### config.mk
export PLATFORM = sky130hd
export DESIGN_NAME = base64_stream_decoder
export DESIGN_NICKNAME = d
export VERILOG_FILES = /design/src/sv/b64d_pkg.sv /design/src/sv/b64d_front.sv /design/src/sv/b64d_queue.sv /design/src/sv/b64d_back.sv /design/src/sv/base64_stream_decoder.sv
export SDC_FILE = /design/constraint.sdc
export NUM_CORES = 1
export LEC_CHECK = 0
export BUFFER_PORTS_ARGS = -buffer_cell sky130_fd_sc_hd__buf_2
export CAP_MARGIN = 20
export CORE_MARGIN = 5
export CORE_UTILIZATION = 60
export CTS_CLUSTER_SIZE = 20
export DETAILED_ROUTE_END_ITERATION = 6
export PLACE_DENSITY = 0.81
export RECOVER_POWER = 50
export SLEW_MARGIN = 20
export SYNTH_ARGS = -nofsm -noshare
export SYNTH_HDL_FRONTEND = slang
export SYNTH_SLANG_ARGS = --single-unit
### constraint.sdc
create_clock -name clk -period 6.09 [get_ports clk]
set_clock_uncertainty 0.15 [all_clocks]
set_input_delay 1.827 -clock clk [delete_from_list [all_inputs] [get_ports clk]]
set_output_delay 1.827 -clock clk [all_outputs]
set_load 0.01 [all_outputs]
### src/sv/b64d_pkg.sv
// shared types, constants and the character map of the base64 decoder
package b64d_pkg;

    localparam int CHAR_W          = 8;
    localparam int SEXTET_W        = 6;
    localparam int QUEUE_DEPTH_DEF = 4;
    localparam int OUT_TDATA_W     = 16;

    localparam logic [CHAR_W-1:0] CHAR_PAD = 8'h3D;  // '='

    // mapped character: bad flag plus sextet value
    typedef struct packed {
        logic                bad;
        logic [SEXTET_W-1:0] sextet;
    } sextet_t;

    // one request of work from the front part to the back part
    typedef struct packed {
        logic [2:0][7:0] byte_data;   // byte 0 in the lowest slot
        logic [1:0]      byte_count;  // 0 means a bare final result
        logic            done;
        logic            ok;
    } job_t;

    // standard alphabet: A-Z a-z 0-9 + /
    function automatic sextet_t map_char(input logic [CHAR_W-1:0] c);
        sextet_t r;
        r.bad    = 1'b0;
        r.sextet = '0;
        if (c >= 8'h41 && c <= 8'h5A)
        begin
            r.sextet = SEXTET_W'(c - 8'h41);
        end
        else if (c >= 8'h61 && c <= 8'h7A)
        begin
            r.sextet = SEXTET_W'(c - 8'h61 + 8'd26);
        end
        else if (c >= 8'h30 && c <= 8'h39)
        begin
            r.sextet = SEXTET_W'(c - 8'h30 + 8'd52);
        end
        else if (c == 8'h2B)
        begin
            r.sextet = SEXTET_W'(62);
        end
        else if (c == 8'h2F)
        begin
            r.sextet = SEXTET_W'(63);
        end
        else
        begin
            r.bad = 1'b1;
        end
        return r;
    endfunction

endpackage

### src/sv/b64d_front.sv
// front part: accepts characters, tracks the quad and builds output requests
module b64d_front
(
    input  logic                          clk,
    input  logic                          rst_n,
    input  logic                          accept,
    input  logic [b64d_pkg::CHAR_W-1:0]   character,
    input  logic                          char_present,
    input  logic                          message_end,
    output logic                          job_push,
    output b64d_pkg::job_t                job
);

    logic [1:0]  quad_position_reg, quad_position_next;
    logic [17:0] held_sextets_reg, held_sextets_next;
    logic [1:0]  pad_seen_reg, pad_seen_next;
    logic        error_latched_reg, error_latched_next;

    b64d_pkg::sextet_t mapped;
    logic              is_pad;
    logic              active;
    logic              bad;
    logic [5:0]        sx;
    logic [5:0]        s0, s1, s2;
    logic [1:0]        pad_upd;
    logic [1:0]        pad_cap;
    logic [1:0]        emit_count;

    assign mapped = b64d_pkg::map_char(character);
    assign is_pad = (character == b64d_pkg::CHAR_PAD);
    assign sx     = is_pad ? 6'd0 : mapped.sextet;
    assign active = char_present && !error_latched_reg;
    assign s0     = held_sextets_reg[17:12];
    assign s1     = held_sextets_reg[11:6];
    assign s2     = held_sextets_reg[5:0];

    // classify the character against the quad position and pads seen
    always_comb
    begin
        bad     = 1'b0;
        pad_upd = pad_seen_reg;
        if (quad_position_reg == 2'd0 && pad_seen_reg != 2'd0)
        begin
            bad = 1'b1;
        end
        else if (is_pad)
        begin
            if (quad_position_reg < 2'd2)
                bad = 1'b1;
            else
                pad_upd = pad_seen_reg + 2'd1;
        end
        else if (mapped.bad || pad_seen_reg != 2'd0)
        begin
            bad = 1'b1;
        end
    end

    assign pad_cap    = (pad_upd > 2'd2) ? 2'd2 : pad_upd;
    assign emit_count = 2'd3 - pad_cap;

    // next state and the request for the back part
    always_comb
    begin
        quad_position_next = quad_position_reg;
        held_sextets_next  = held_sextets_reg;
        pad_seen_next      = pad_seen_reg;
        error_latched_next = error_latched_reg;
        job.byte_data[0]   = {s0, s1[5:4]};
        job.byte_data[1]   = {s1[3:0], s2[5:2]};
        job.byte_data[2]   = {s2[1:0], sx};
        job.byte_count     = 2'd0;
        job.done           = 1'b0;
        job.ok             = 1'b0;
        if (active)
        begin
            pad_seen_next = pad_upd;
            if (bad)
            begin
                error_latched_next = 1'b1;
            end
            else if (quad_position_reg < 2'd3)
            begin
                held_sextets_next  = {held_sextets_reg[11:0], sx};
                quad_position_next = quad_position_reg + 2'd1;
            end
            else
            begin
                job.byte_count     = emit_count;
                quad_position_next = 2'd0;
                held_sextets_next  = '0;
            end
        end
        if (message_end)
        begin
            job.done = 1'b1;
            job.ok   = !error_latched_next && quad_position_next == 2'd0;
            quad_position_next = 2'd0;
            held_sextets_next  = '0;
            pad_seen_next      = 2'd0;
            error_latched_next = 1'b0;
        end
    end

    assign job_push = accept && (job.byte_count != 2'd0 || job.done);

    // decoder state
    always_ff @(posedge clk or negedge rst_n)
    begin
        if (!rst_n)
        begin
            quad_position_reg <= 2'd0;
            held_sextets_reg  <= '0;
            pad_seen_reg      <= 2'd0;
            error_latched_reg <= 1'b0;
        end
        else if (accept)
        begin
            quad_position_reg <= quad_position_next;
            held_sextets_reg  <= held_sextets_next;
            pad_seen_reg      <= pad_seen_next;
            error_latched_reg <= error_latched_next;
        end
    end

endmodule

### src/sv/b64d_queue.sv
// short queue of output requests between front and back parts
module b64d_queue
#(
    parameter int DEPTH = b64d_pkg::QUEUE_DEPTH_DEF  // power of two, at least 2
)
(
    input  logic           clk,
    input  logic           rst_n,
    input  logic           push,
    input  b64d_pkg::job_t push_data,
    output logic           full,
    input  logic           pop,
    output b64d_pkg::job_t pop_data,
    output logic           empty
);

    localparam int AW = $clog2(DEPTH);

    b64d_pkg::job_t entry_reg [DEPTH];
    logic [AW-1:0]  wr_ptr_reg, wr_ptr_next;
    logic [AW-1:0]  rd_ptr_reg, rd_ptr_next;
    logic [AW:0]    count_reg, count_next;
    logic           do_push, do_pop;

    assign full     = (count_reg == (AW+1)'(DEPTH));
    assign empty    = (count_reg == '0);
    assign do_push  = push && !full;
    assign do_pop   = pop && !empty;
    assign pop_data = entry_reg[rd_ptr_reg];

    // pointer and fill count update
    always_comb
    begin
        wr_ptr_next = do_push ? wr_ptr_reg + AW'(1) : wr_ptr_reg;
        rd_ptr_next = do_pop  ? rd_ptr_reg + AW'(1) : rd_ptr_reg;
        count_next  = count_reg;
        if (do_push && !do_pop)
            count_next = count_reg + (AW+1)'(1);
        else if (do_pop && !do_push)
            count_next = count_reg - (AW+1)'(1);
    end

    always_ff @(posedge clk or negedge rst_n)
    begin
        if (!rst_n)
        begin
            wr_ptr_reg <= '0;
            rd_ptr_reg <= '0;
            count_reg  <= '0;
        end
        else
        begin
            wr_ptr_reg <= wr_ptr_next;
            rd_ptr_reg <= rd_ptr_next;
            count_reg  <= count_next;
        end
    end

    // storage, no reset needed
    always_ff @(posedge clk)
    begin
        if (do_push)
            entry_reg[wr_ptr_reg] <= push_data;
    end

endmodule

### src/sv/b64d_back.sv
// back part: walks the bytes of the head request onto the output stream
module b64d_back
(
    input  logic                                 clk,
    input  logic                                 rst_n,
    input  logic                                 job_valid,
    input  b64d_pkg::job_t                       job,
    output logic                                 job_pop,
    output logic                                 m_tvalid,
    input  logic                                 m_tready,
    output logic [b64d_pkg::OUT_TDATA_W-1:0]     m_tdata,
    output logic                                 m_tlast
);

    logic [1:0] index_reg, index_next;
    logic       last_of_job;
    logic       take;
    logic [7:0] byte_value;
    logic       byte_valid;

    assign last_of_job = (job.byte_count == 2'd0) || (index_reg == job.byte_count - 2'd1);
    assign take        = m_tvalid && m_tready;
    assign job_pop     = take && last_of_job;

    // result fields
    assign byte_valid = (job.byte_count != 2'd0);
    assign byte_value = byte_valid ? job.byte_data[index_reg] : 8'd0;
    assign m_tvalid   = job_valid;
    assign m_tlast    = last_of_job;
    assign m_tdata    = {5'd0, job.ok && last_of_job, job.done && last_of_job,
                         byte_valid, byte_value};

    // byte index within the request
    always_comb
    begin
        index_next = index_reg;
        if (take)
            index_next = last_of_job ? 2'd0 : index_reg + 2'd1;
    end

    always_ff @(posedge clk or negedge rst_n)
    begin
        if (!rst_n)
            index_reg <= 2'd0;
        else
            index_reg <= index_next;
    end

endmodule

### src/sv/base64_stream_decoder.sv
// top level of the streaming base64 decoder
//
//  channel  dir  tdata                          tuser         tlast
//  s_       in   [7:0] character                char_present  message_end
//  m_       out  [7:0] byte_value, [8] valid,   -             run_last
//                [9] message_done, [10] ok
//
// one character is taken per cycle while the request queue has room
// a closing quad yields up to three output bytes, one per cycle while the
// output is ready; the output side runs off the queue head and stalls
// without blocking input until the queue fills; reset clears the quad
// state and empties the queue
module base64_stream_decoder
#(
    parameter int QUEUE_DEPTH = b64d_pkg::QUEUE_DEPTH_DEF
)
(
    input  logic                              clk,
    input  logic                              rst_n,
    input  logic                              s_tvalid,
    output logic                              s_tready,
    input  logic [7:0]                        s_tdata,   // [7:0] character
    input  logic                              s_tuser,   // [0] char_present
    input  logic                              s_tlast,   // message_end
    output logic                              m_tvalid,
    input  logic                              m_tready,
    output logic [b64d_pkg::OUT_TDATA_W-1:0]  m_tdata,   // byte_value, byte_valid,
                                                         // message_done, message_ok
    output logic                              m_tlast    // run_last
);

    b64d_pkg::job_t push_job, head_job;
    logic           push, full, pop, empty;
    logic           accept;

    assign s_tready = !full;
    assign accept   = s_tvalid && s_tready;

    b64d_front u_front
    (
        .clk          (clk),
        .rst_n        (rst_n),
        .accept       (accept),
        .character    (s_tdata),
        .char_present (s_tuser),
        .message_end  (s_tlast),
        .job_push     (push),
        .job          (push_job)
    );

    b64d_queue #(.DEPTH(QUEUE_DEPTH)) u_queue
    (
        .clk       (clk),
        .rst_n     (rst_n),
        .push      (push),
        .push_data (push_job),
        .full      (full),
        .pop       (pop),
        .pop_data  (head_job),
        .empty     (empty)
    );

    b64d_back u_back
    (
        .clk       (clk),
        .rst_n     (rst_n),
        .job_valid (!empty),
        .job       (head_job),
        .job_pop   (pop),
        .m_tvalid  (m_tvalid),
        .m_tready  (m_tready),
        .m_tdata   (m_tdata),
        .m_tlast   (m_tlast)
    );

    // success is only reported on a final result
    a_ok_needs_done: assert property (@(posedge clk) disable iff (!rst_n)
        m_tvalid && m_tdata[10] |-> m_tdata[9])
        else $error("message_ok without message_done");

    // the final result of a message is the last result of its item
    a_done_is_last: assert property (@(posedge clk) disable iff (!rst_n)
        m_tvalid && m_tdata[9] |-> m_tlast)
        else $error("message_done not on run_last");

    // a result without a byte is always a final one with zero data
    a_empty_is_final: assert property (@(posedge clk) disable iff (!rst_n)
        m_tvalid && !m_tdata[8] |-> m_tdata[9] && m_tdata[7:0] == 8'd0)
        else $error("byteless result that is not final");

    // input is held off only when the queue is full
    a_ready_when_room: assert property (@(posedge clk) disable iff (!rst_n)
        empty |-> s_tready)
        else $error("input stalled with an empty queue");

endmodule
==> impl_metrics.py, run 1 <==
metrics = {
    "synthesis": {
        "yosys.area_share.xor_xnor_pct": 1.90,
        "synth_seq_cells": 144,
        "syn_area_mm2": 0.00646,
        "ys_warn_count": 0,
        "syn_avg_cell_area_um2": 15.8,
        "synth_top_family_by_area": "multiplexers",
        "synth_cell_types": 55,
        "ys_seq_area_share_pct": 64.4,
        "synthAdderAreaFrac_pct": 3.80,
        "synthSimpleGateAreaFrac_pct": 6.68,
        "synth_mux_area_share_pct": 11.7,
        "ys_async_sr_fraction_pct": 22.2,
        "ys.flop_type": "edfxtp_1",
        "synth_edf_count": 112,
        "synth-compound-area-share_pct": 8.19,
        "synthCells": 410,
    },
    "cts": {
        "ctsResizeCount": 0,
        "cts_tree": "built",
        "cts_buffers": 17,
        "hold_buffers": 0,
        "cts-root-buf": "clkbuf_8",
        "postCtsSetupRepairBufs": 0,
        "insertion_delay_ns": 0.50,
        "cts.path.max_buffers": 2,
        "htree_levels": 4,
        "clk_pin_slew_ns": 0.06,
        "clock_sinks": 144,
    },
    "cells_and_area": {
        "final_common_cell": "edfxtp_1",
        "most-common-layout-cells": "112 x edfxtp_1, 32 x dfrtp_1, 29 x nor2_1",
        "fin_nets": 478,
        "largest_register_ffs": 112,
        "drive_gt1_share_pct": 20.7,
        "diodes": 0,
        "design_area_mm2": 0.00724,
        "fin_util_pct": 69.5,
        "syn2layout_area_growth_pct": 12.1,
    },
    "worst_hold_path": {
        "min_path_cells": 1,
        "hold_end": "u_queue.count_reg[2]",
        "holdCritStartpoint": "u_queue.count_reg[2]",
        "hold_class": "reg2reg",
    },
    "critical_path": {
        "cp_max_fo": 7,
        "critPathLaunchType": "input pin",
        "path_cells": "clkbuf_1 > inv_1 > ha_1 > a21oi_1 > a41oi_1 > a221oi_1 > o311ai_1 > a21oi_2 > ha_1 > inv_1 > fa_1 > xor2_1 > nor2_1 > xor2_1",
        "slowest_delay_ns": 0.87,
        "r2r_slack_ns": 2.33,
        "cp-end-kind": "flip-flop",
        "reg2reg_depth": 10,
        "worst-path-stages": 14,
        "critPathKind": "in2reg",
        "reg2reg_from": "u_queue.rd_ptr_reg[0]",
        "crit_slowest_cell": "a221oi_1",
        "required_ns": 6.36,
        "cpLargestDelayFamily": "compound AO/OA/AOI/OAI gates",
        "r2r_end": "u_queue.count_reg[1]",
        "cp.buffers_inverters": 3,
        "cp.arrival_ns": 5.42,
    },
    "power_and_ir_drop": {
        "power_density_mw_per_mm2": 442,
        "peakVddDrop_mv": 0.219,
        "total_power_mw": 3.20,
        "leakage_nw": 2.70,
    },
    "job": {
        "drv_cap": 1,
    },
    "placed_design": {
        "hpwl_mm": 7.52,
        "place_ws_ns": 1.10,
        "io_buffers": 27,
        "place_congestion": 0.833,
        "placed_area_mm2": 0.00671,
    },
    "timing": {
        "fin_tns_setup_ns": 0,
        "worst_pin_slew_ns": 1.93,
        "max_slew_margin_pct": -28.8,
        "rsz0062_at_grt": "false",
        "fin_ws_ns": 0.940,
        "fin_crit_sh_pct": 84.6,
        "fmax_mhz": 194,
        "min_period_ns": 5.15,
        "final_max_slew_viol_count": 33,
        "setup_viol_count_final": 0,
        "hold_viol": 0,
    },
    "floorplan": {
        "die_h_um": 114,
        "core_area_mm2": 0.0104,
        "io_pins": 33,
        "placementRows": 37,
        "chipWidth_um": 114,
        "start_util_pct": 62.0,
        "die_area_mm2": 0.0129,
    },
    "route": {
        "drc": 0,
        "dr.pass1.iters": 4,
        "drt-total-wl_mm": 12.4,
        "first_iter_violations": 378,
        "vias": 3625,
        "wl_per_cell_um": 20.9,
        "ant_nets": 0,
        "vias_per_cell": 6.10,
    },
    "status": {
        "status": "finished, violations left",
        "violations": "max-capacitance violations, max-slew violations",
    },
    "global_route": {
        "grt_pass1_vias": 3809,
        "antenna_found_initial": 0,
        "grt_overflow_total": 0,
        "grt_usage_pct": 20.8,
        "grt_pass1_wl_mm": 20.4,
        "grt_max_degree": 33,
    },
}
## worst reg2reg max path: stages (launching register included)
cell	delay, ns
dfrtp_1	0.79
mux4_2	0.62
inv_1	0.09
ha_1	0.47
a21oi_1	0.20
nor2_1	0.25
inv_1	0.10
ha_1	0.23
inv_1	0.07
fa_1	0.41
mux2_2	0.27
## report_power, final
part           switching, mW  total [mW]  internal [mW]
combinational          0.482       0.901          0.419
clock                  0.364       0.991          0.627
sequential             0.118        1.31           1.19
total                  0.965        3.20           2.23
## worst max path at each step
stage                          startpoint                      end  slack [ns]
global route                   s_tdata[2]     u_queue.count_reg[2]        0.61
CTS                 u_queue.rd_ptr_reg[0]               m_tdata[0]        1.28
detailed placement             s_tdata[2]     u_queue.count_reg[2]        1.10
floorplan                      s_tdata[2]  u_queue.entry_reg[0][0]        1.56
global placement               s_tdata[2]     u_queue.count_reg[2]        1.20
finish                         s_tdata[2]     u_queue.count_reg[2]        0.94
## area by class of cell
| class | count | area [µm²] |
|---|---|---|
| Multi-Input combinational cell | 227 | 2070 |
| Clock buffer | 19 | 432 |
| Sequential cell | 144 | 4160 |
| Tap cell | 136 | 170 |
| Inverter | 20 | 75.1 |
| Timing Repair Buffer | 35 | 185 |
| Fill cell | 679 | 3180 |
| Clock inverter | 13 | 144 |
## layer usage
layer	wire [µm]	vias to the layer above	global-route usage, %
met5	0	-	0
met4	187	0	7.05
met3	737	17	3.34
met2	6430	152	35.3
met1	5040	1823	27.7
li1	-	1633	-
## cell usage after synthesis, types with 2 or more instances
library cell  count  area share, %
edfxtp_1        112             52
dfrtp_1          32             12
nor2_1           29            1.7
mux4_2           28            9.8
a21oi_1          22            1.7
inv_1            19            1.1
ha_1             18            3.5
a22o_1           16            2.2
nand2_1          14           0.81
mux2i_1           9            1.4
xnor2_1           9            1.2
and2_1            8           0.77
buf_4             7           0.81
nor3_1            7           0.54
buf_2             6           0.46
nor2b_1           6           0.58
o21ai_0           5           0.39
xor2_1            5           0.68
buf_1             4           0.23
clkbuf_1          4           0.23
nand2b_1          4           0.39
nand3_1           4           0.31
a211oi_1          3           0.35
mux2_2            3           0.52
a221o_1           2           0.31
a221oi_1          2           0.27
a32o_1            2           0.31
buf_6             2           0.35
o22ai_1           2           0.19
## per-stage QoR
stage	hold WS (ns)	std cells
global route	0.386	594
finish	0.360	594
global placement	0.326	562
detailed placement	0.338	562
CTS	0.357	594
floorplan	0.307	414
## logic make-up after synthesis
kind of cell / after synthesis
other: 1
and+or+nand+nor: 81
muxes: 40
AOI/OAI and AO/OA: 68
buffers and inverters: 43
adders and majority gates: 19
DFF: 144
xor gates and xnor gates: 14
(Power assumes the default switching activity.)
==> inputs of run 2 (changes only) <==
Settings changed: ABC_AREA from default to 1.
Clock period 6.09 ns to 4.8 ns, I/O delays scaled along.
==> run 2 against run 1 <==
  * The flow still finishes with violations (max-capacitance violations, max-slew violations)
  * Hold slack improved by 0.025 ns
  * Area after synthesis up 7.4%
  * Synthesized cell count is 62% higher
  * Final cell count is 43% higher
  * Setup slack worse by 0.44 ns
  * Sequential cell count is the same
  * Cell area increased by 7.0%
  * Critical path depth rose by 8
  * Combinational power up 68%
  * Total power grew 43%
  * Via count grew 38%
  * Largest power group unchanged
  * Highest routed layer unchanged
==> impl_metrics.py, run 2 <==
metrics = {
    "status": {
        "status": "finished, violations left",
        "violations": "max-capacitance violations, max-slew violations",
    },
    "synthesis": {
        "ys_warn_count": 0,
        "ys.flop_type": "edfxtp_1",
        "yosys.area.top_type": "edfxtp_1",
        "yosysMostFrequentCell": "edfxtp_1",
        "ys_async_sr_fraction_pct": 22.2,
        "synth_edf_count": 112,
        "synth.top_cells.by_count": "112 x edfxtp_1, 99 x nand2_1, 92 x nor2_1",
        "syn_avg_cell_area_um2": 10.5,
        "synth_cell_types": 34,
        "synthCells": 663,
        "syn_area_mm2": 0.00694,
        "ys_seq_area_share_pct": 60.0,
        "synthTopCellsByArea": "edfxtp_1 48%, dfrtp_1 12%, nand2_1 5.4%",
        "synth_top_area_share_pct": 48.5,
        "synth_seq_cells": 144,
    },
    "global_route": {
        "grt_max_degree": 54,
        "grt_usage_pct": 22.8,
        "grt_overflow_total": 0,
        "antenna_found_initial": 0,
        "grt_pass1_wl_mm": 25.0,
        "grt_pass1_vias": 5011,
    },
    "timing": {
        "fin_crit_sh_pct": 89.5,
        "fin_tns_setup_ns": 0,
        "hold_viol": 0,
        "setup_viol_count_final": 0,
        "min_period_ns": 4.30,
        "max_slew_margin_pct": -25.3,
        "rsz0062_at_grt": "false",
        "fmax_mhz": 233,
        "final_max_slew_viol_count": 33,
        "worst_pin_slew_ns": 1.88,
        "hold_slack_ns": 0.385,
    },
    "floorplan": {
        "start_util_pct": 61.0,
        "io_pins": 33,
        "die_h_um": 118,
        "chipWidth_um": 118,
        "placementRows": 39,
        "die_area_mm2": 0.0138,
        "core_area_mm2": 0.0114,
    },
    "cts": {
        "postCtsSetupRepairBufs": 0,
        "hold_buffers": 0,
        "htree_levels": 4,
        "cts_buffers": 17,
        "cts.path.max_buffers": 2,
        "cts_tree": "built",
        "insertion_delay_ns": 0.41,
        "ctsResizeCount": 0,
        "clk_pin_slew_ns": 0.05,
        "clock_sinks": 144,
        "cts-root-buf": "clkbuf_16",
    },
    "cells_and_area": {
        "largest_register_ffs": 112,
        "drive_gt1_share_pct": 15.9,
        "final_common_cell": "edfxtp_1",
        "diodes": 0,
        "nFillCells": 860,
        "syn2layout_area_growth_pct": 11.7,
        "most-common-layout-cells": "112 x edfxtp_1, 102 x nand2_1, 88 x nor2_1",
        "fin_nets": 725,
    },
    "critical_path": {
        "critPathKind": "in2reg",
        "r2r_end": "u_queue.count_reg[2]",
        "cpLargestDelayFamily": "simple AND/OR/NAND/NOR gates",
        "r2r_slack_ns": 1.63,
        "reg2reg_from": "u_queue.rd_ptr_reg[1]",
        "reg2reg_depth": 13,
        "cp.arrival_ns": 4.43,
        "critPathLaunchType": "input pin",
        "required_ns": 4.93,
        "cp-end-kind": "flip-flop",
        "path_cells": "clkbuf_1 > inv_1 > ha_1 > inv_1 > nand2_1 > nand2_1 > nand2_1 > nand3_2 > nand2_1 > nand3_2 > nand2_1 > nand2_4 > nand3_1 > nand2_1 > nand2_1 > inv_1 > ha_1 > inv_1 > fa_1 > a21oi_1 > o21ai_0 > xor2_1",
        "cp_max_fo": 10,
        "cpMostUsedCell": "nand2_1",
        "slowest_delay_ns": 0.37,
        "cp.buffers_inverters": 5,
        "crit_slowest_cell": "fa_1",
    },
    "route": {
        "dr.pass1.iters": 5,
        "ant_nets": 0,
        "drc": 0,
        "vias_per_cell": 5.92,
        "drt-total-wl_mm": 15.5,
        "wl_per_cell_um": 18.3,
        "first_iter_violations": 534,
        "vias": 5019,
    },
    "placed_design": {
        "io_buffers": 27,
        "hpwl_mm": 9.73,
        "place_congestion": 0.870,
    },
    "power_and_ir_drop": {
        "peakVddDrop_mv": 0.402,
        "power_density_mw_per_mm2": 591,
        "leakage_nw": 3.14,
    },
    "job": {
        "drv_cap": 1,
    },
    "worst_hold_path": {
        "hold_end": "u_queue.count_reg[0]",
        "min_path_cells": 1,
        "hold_class": "reg2reg",
        "holdCritStartpoint": "u_queue.count_reg[0]",
    },
}
-- run 2: changes by cell type after synthesis, sizes merged, moves of 17 or more --
cell / before / now
nor2: 29 / 93
clkbuf: 4 / 21
inv: 20 / 53
nand3: 4 / 37
mux4: 28 / 0
o21ai: 5 / 83
nand2: 14 / 125
-- run 2: layout make-up --
cell class	instances	area [µm²]	share of cell area, %
Sequential cell	144	4160	53.8
Multi-Input combinational cell	435	2360	30.5
Timing Repair Buffer	38	211	2.73
Inverter	56	215	2.78
Clock buffer	20	447	5.77
Clock inverter	12	166	2.15
Tap cell	143	179	2.31
-- run 2: worst max path at each step --
stage / from / to / slack, ns / cells after the start
2_1_floorplan: s_tdata[0] / u_queue.entry_reg[0][0] / 0.35 / 15
3_3_place_gp: s_tdata[0] / u_queue.count_reg[2] / 0.45 / 22
3_5_place_dp: s_tdata[0] / u_queue.count_reg[2] / 0.33 / 22
4_1_cts: u_queue.rd_ptr_reg[0] / m_tdata[10] / 0.65 / 10
5_1_grt: s_tdata[1] / u_queue.count_reg[2] / 0.19 / 22
6_report: s_tdata[1] / u_queue.count_reg[2] / 0.50 / 22
-- run 2: cells by family (layout without fill, tap and decap cells) --
kind of cell | count (synthesis) | after routing | synth area share, %
compound gates | 136 | 136 | 11.9
xor+xnor | 12 | 12 | 1.51
fa+ha+maj | 19 | 19 | 3.53
buf+inv | 88 | 126 | 6.02
flops | 144 | 144 | 60.0
other cells | 1 | 5 | 0.0541
simple gates | 263 | 263 | 17.0
-- run 2: power breakdown --
group / total, mW / switching, mW / internal [mW]
registers: 1.71 / 0.134 / 1.57
clock network: 1.36 / 0.480 / 0.877
logic: 1.51 / 1.02 / 0.492
-- run 2: worst reg2reg max path, cell delays in order, from the launching register on --
cell	delay (ns)
dfrtp_1	0.37
inv_1	0.36
a21oi_1	0.11
a32o_1	0.23
ha_1	0.37
inv_1	0.15
nand2_1	0.11
nand2_1	0.17
ha_1	0.18
inv_1	0.07
fa_1	0.37
a21oi_1	0.14
o21ai_0	0.11
xor2_1	0.16
-- run 2: metal layers --
layer	GRT usage (%)	vias up	wire length [µm]
met1	28.4	2439	6080
li1	-	2334	-
met3	4.76	28	1110
met4	7.81	0	341
met2	39.5	218	7970
met5	0	-	0
-- run 2: stage by stage --
stage	utilization (%)	total power [mW]	area, µm²	worst slack, ns	cells
after floorplan	-	2.73	6950	0.351	667
after global placement	62.9	3.15	7160	0.445	816
after detailed placement	62.9	3.23	7160	0.332	816
after CTS	68.3	4.60	7770	0.648	848
after global routing	68.1	4.83	7750	0.190	848
final	68.1	4.58	7750	0.503	848
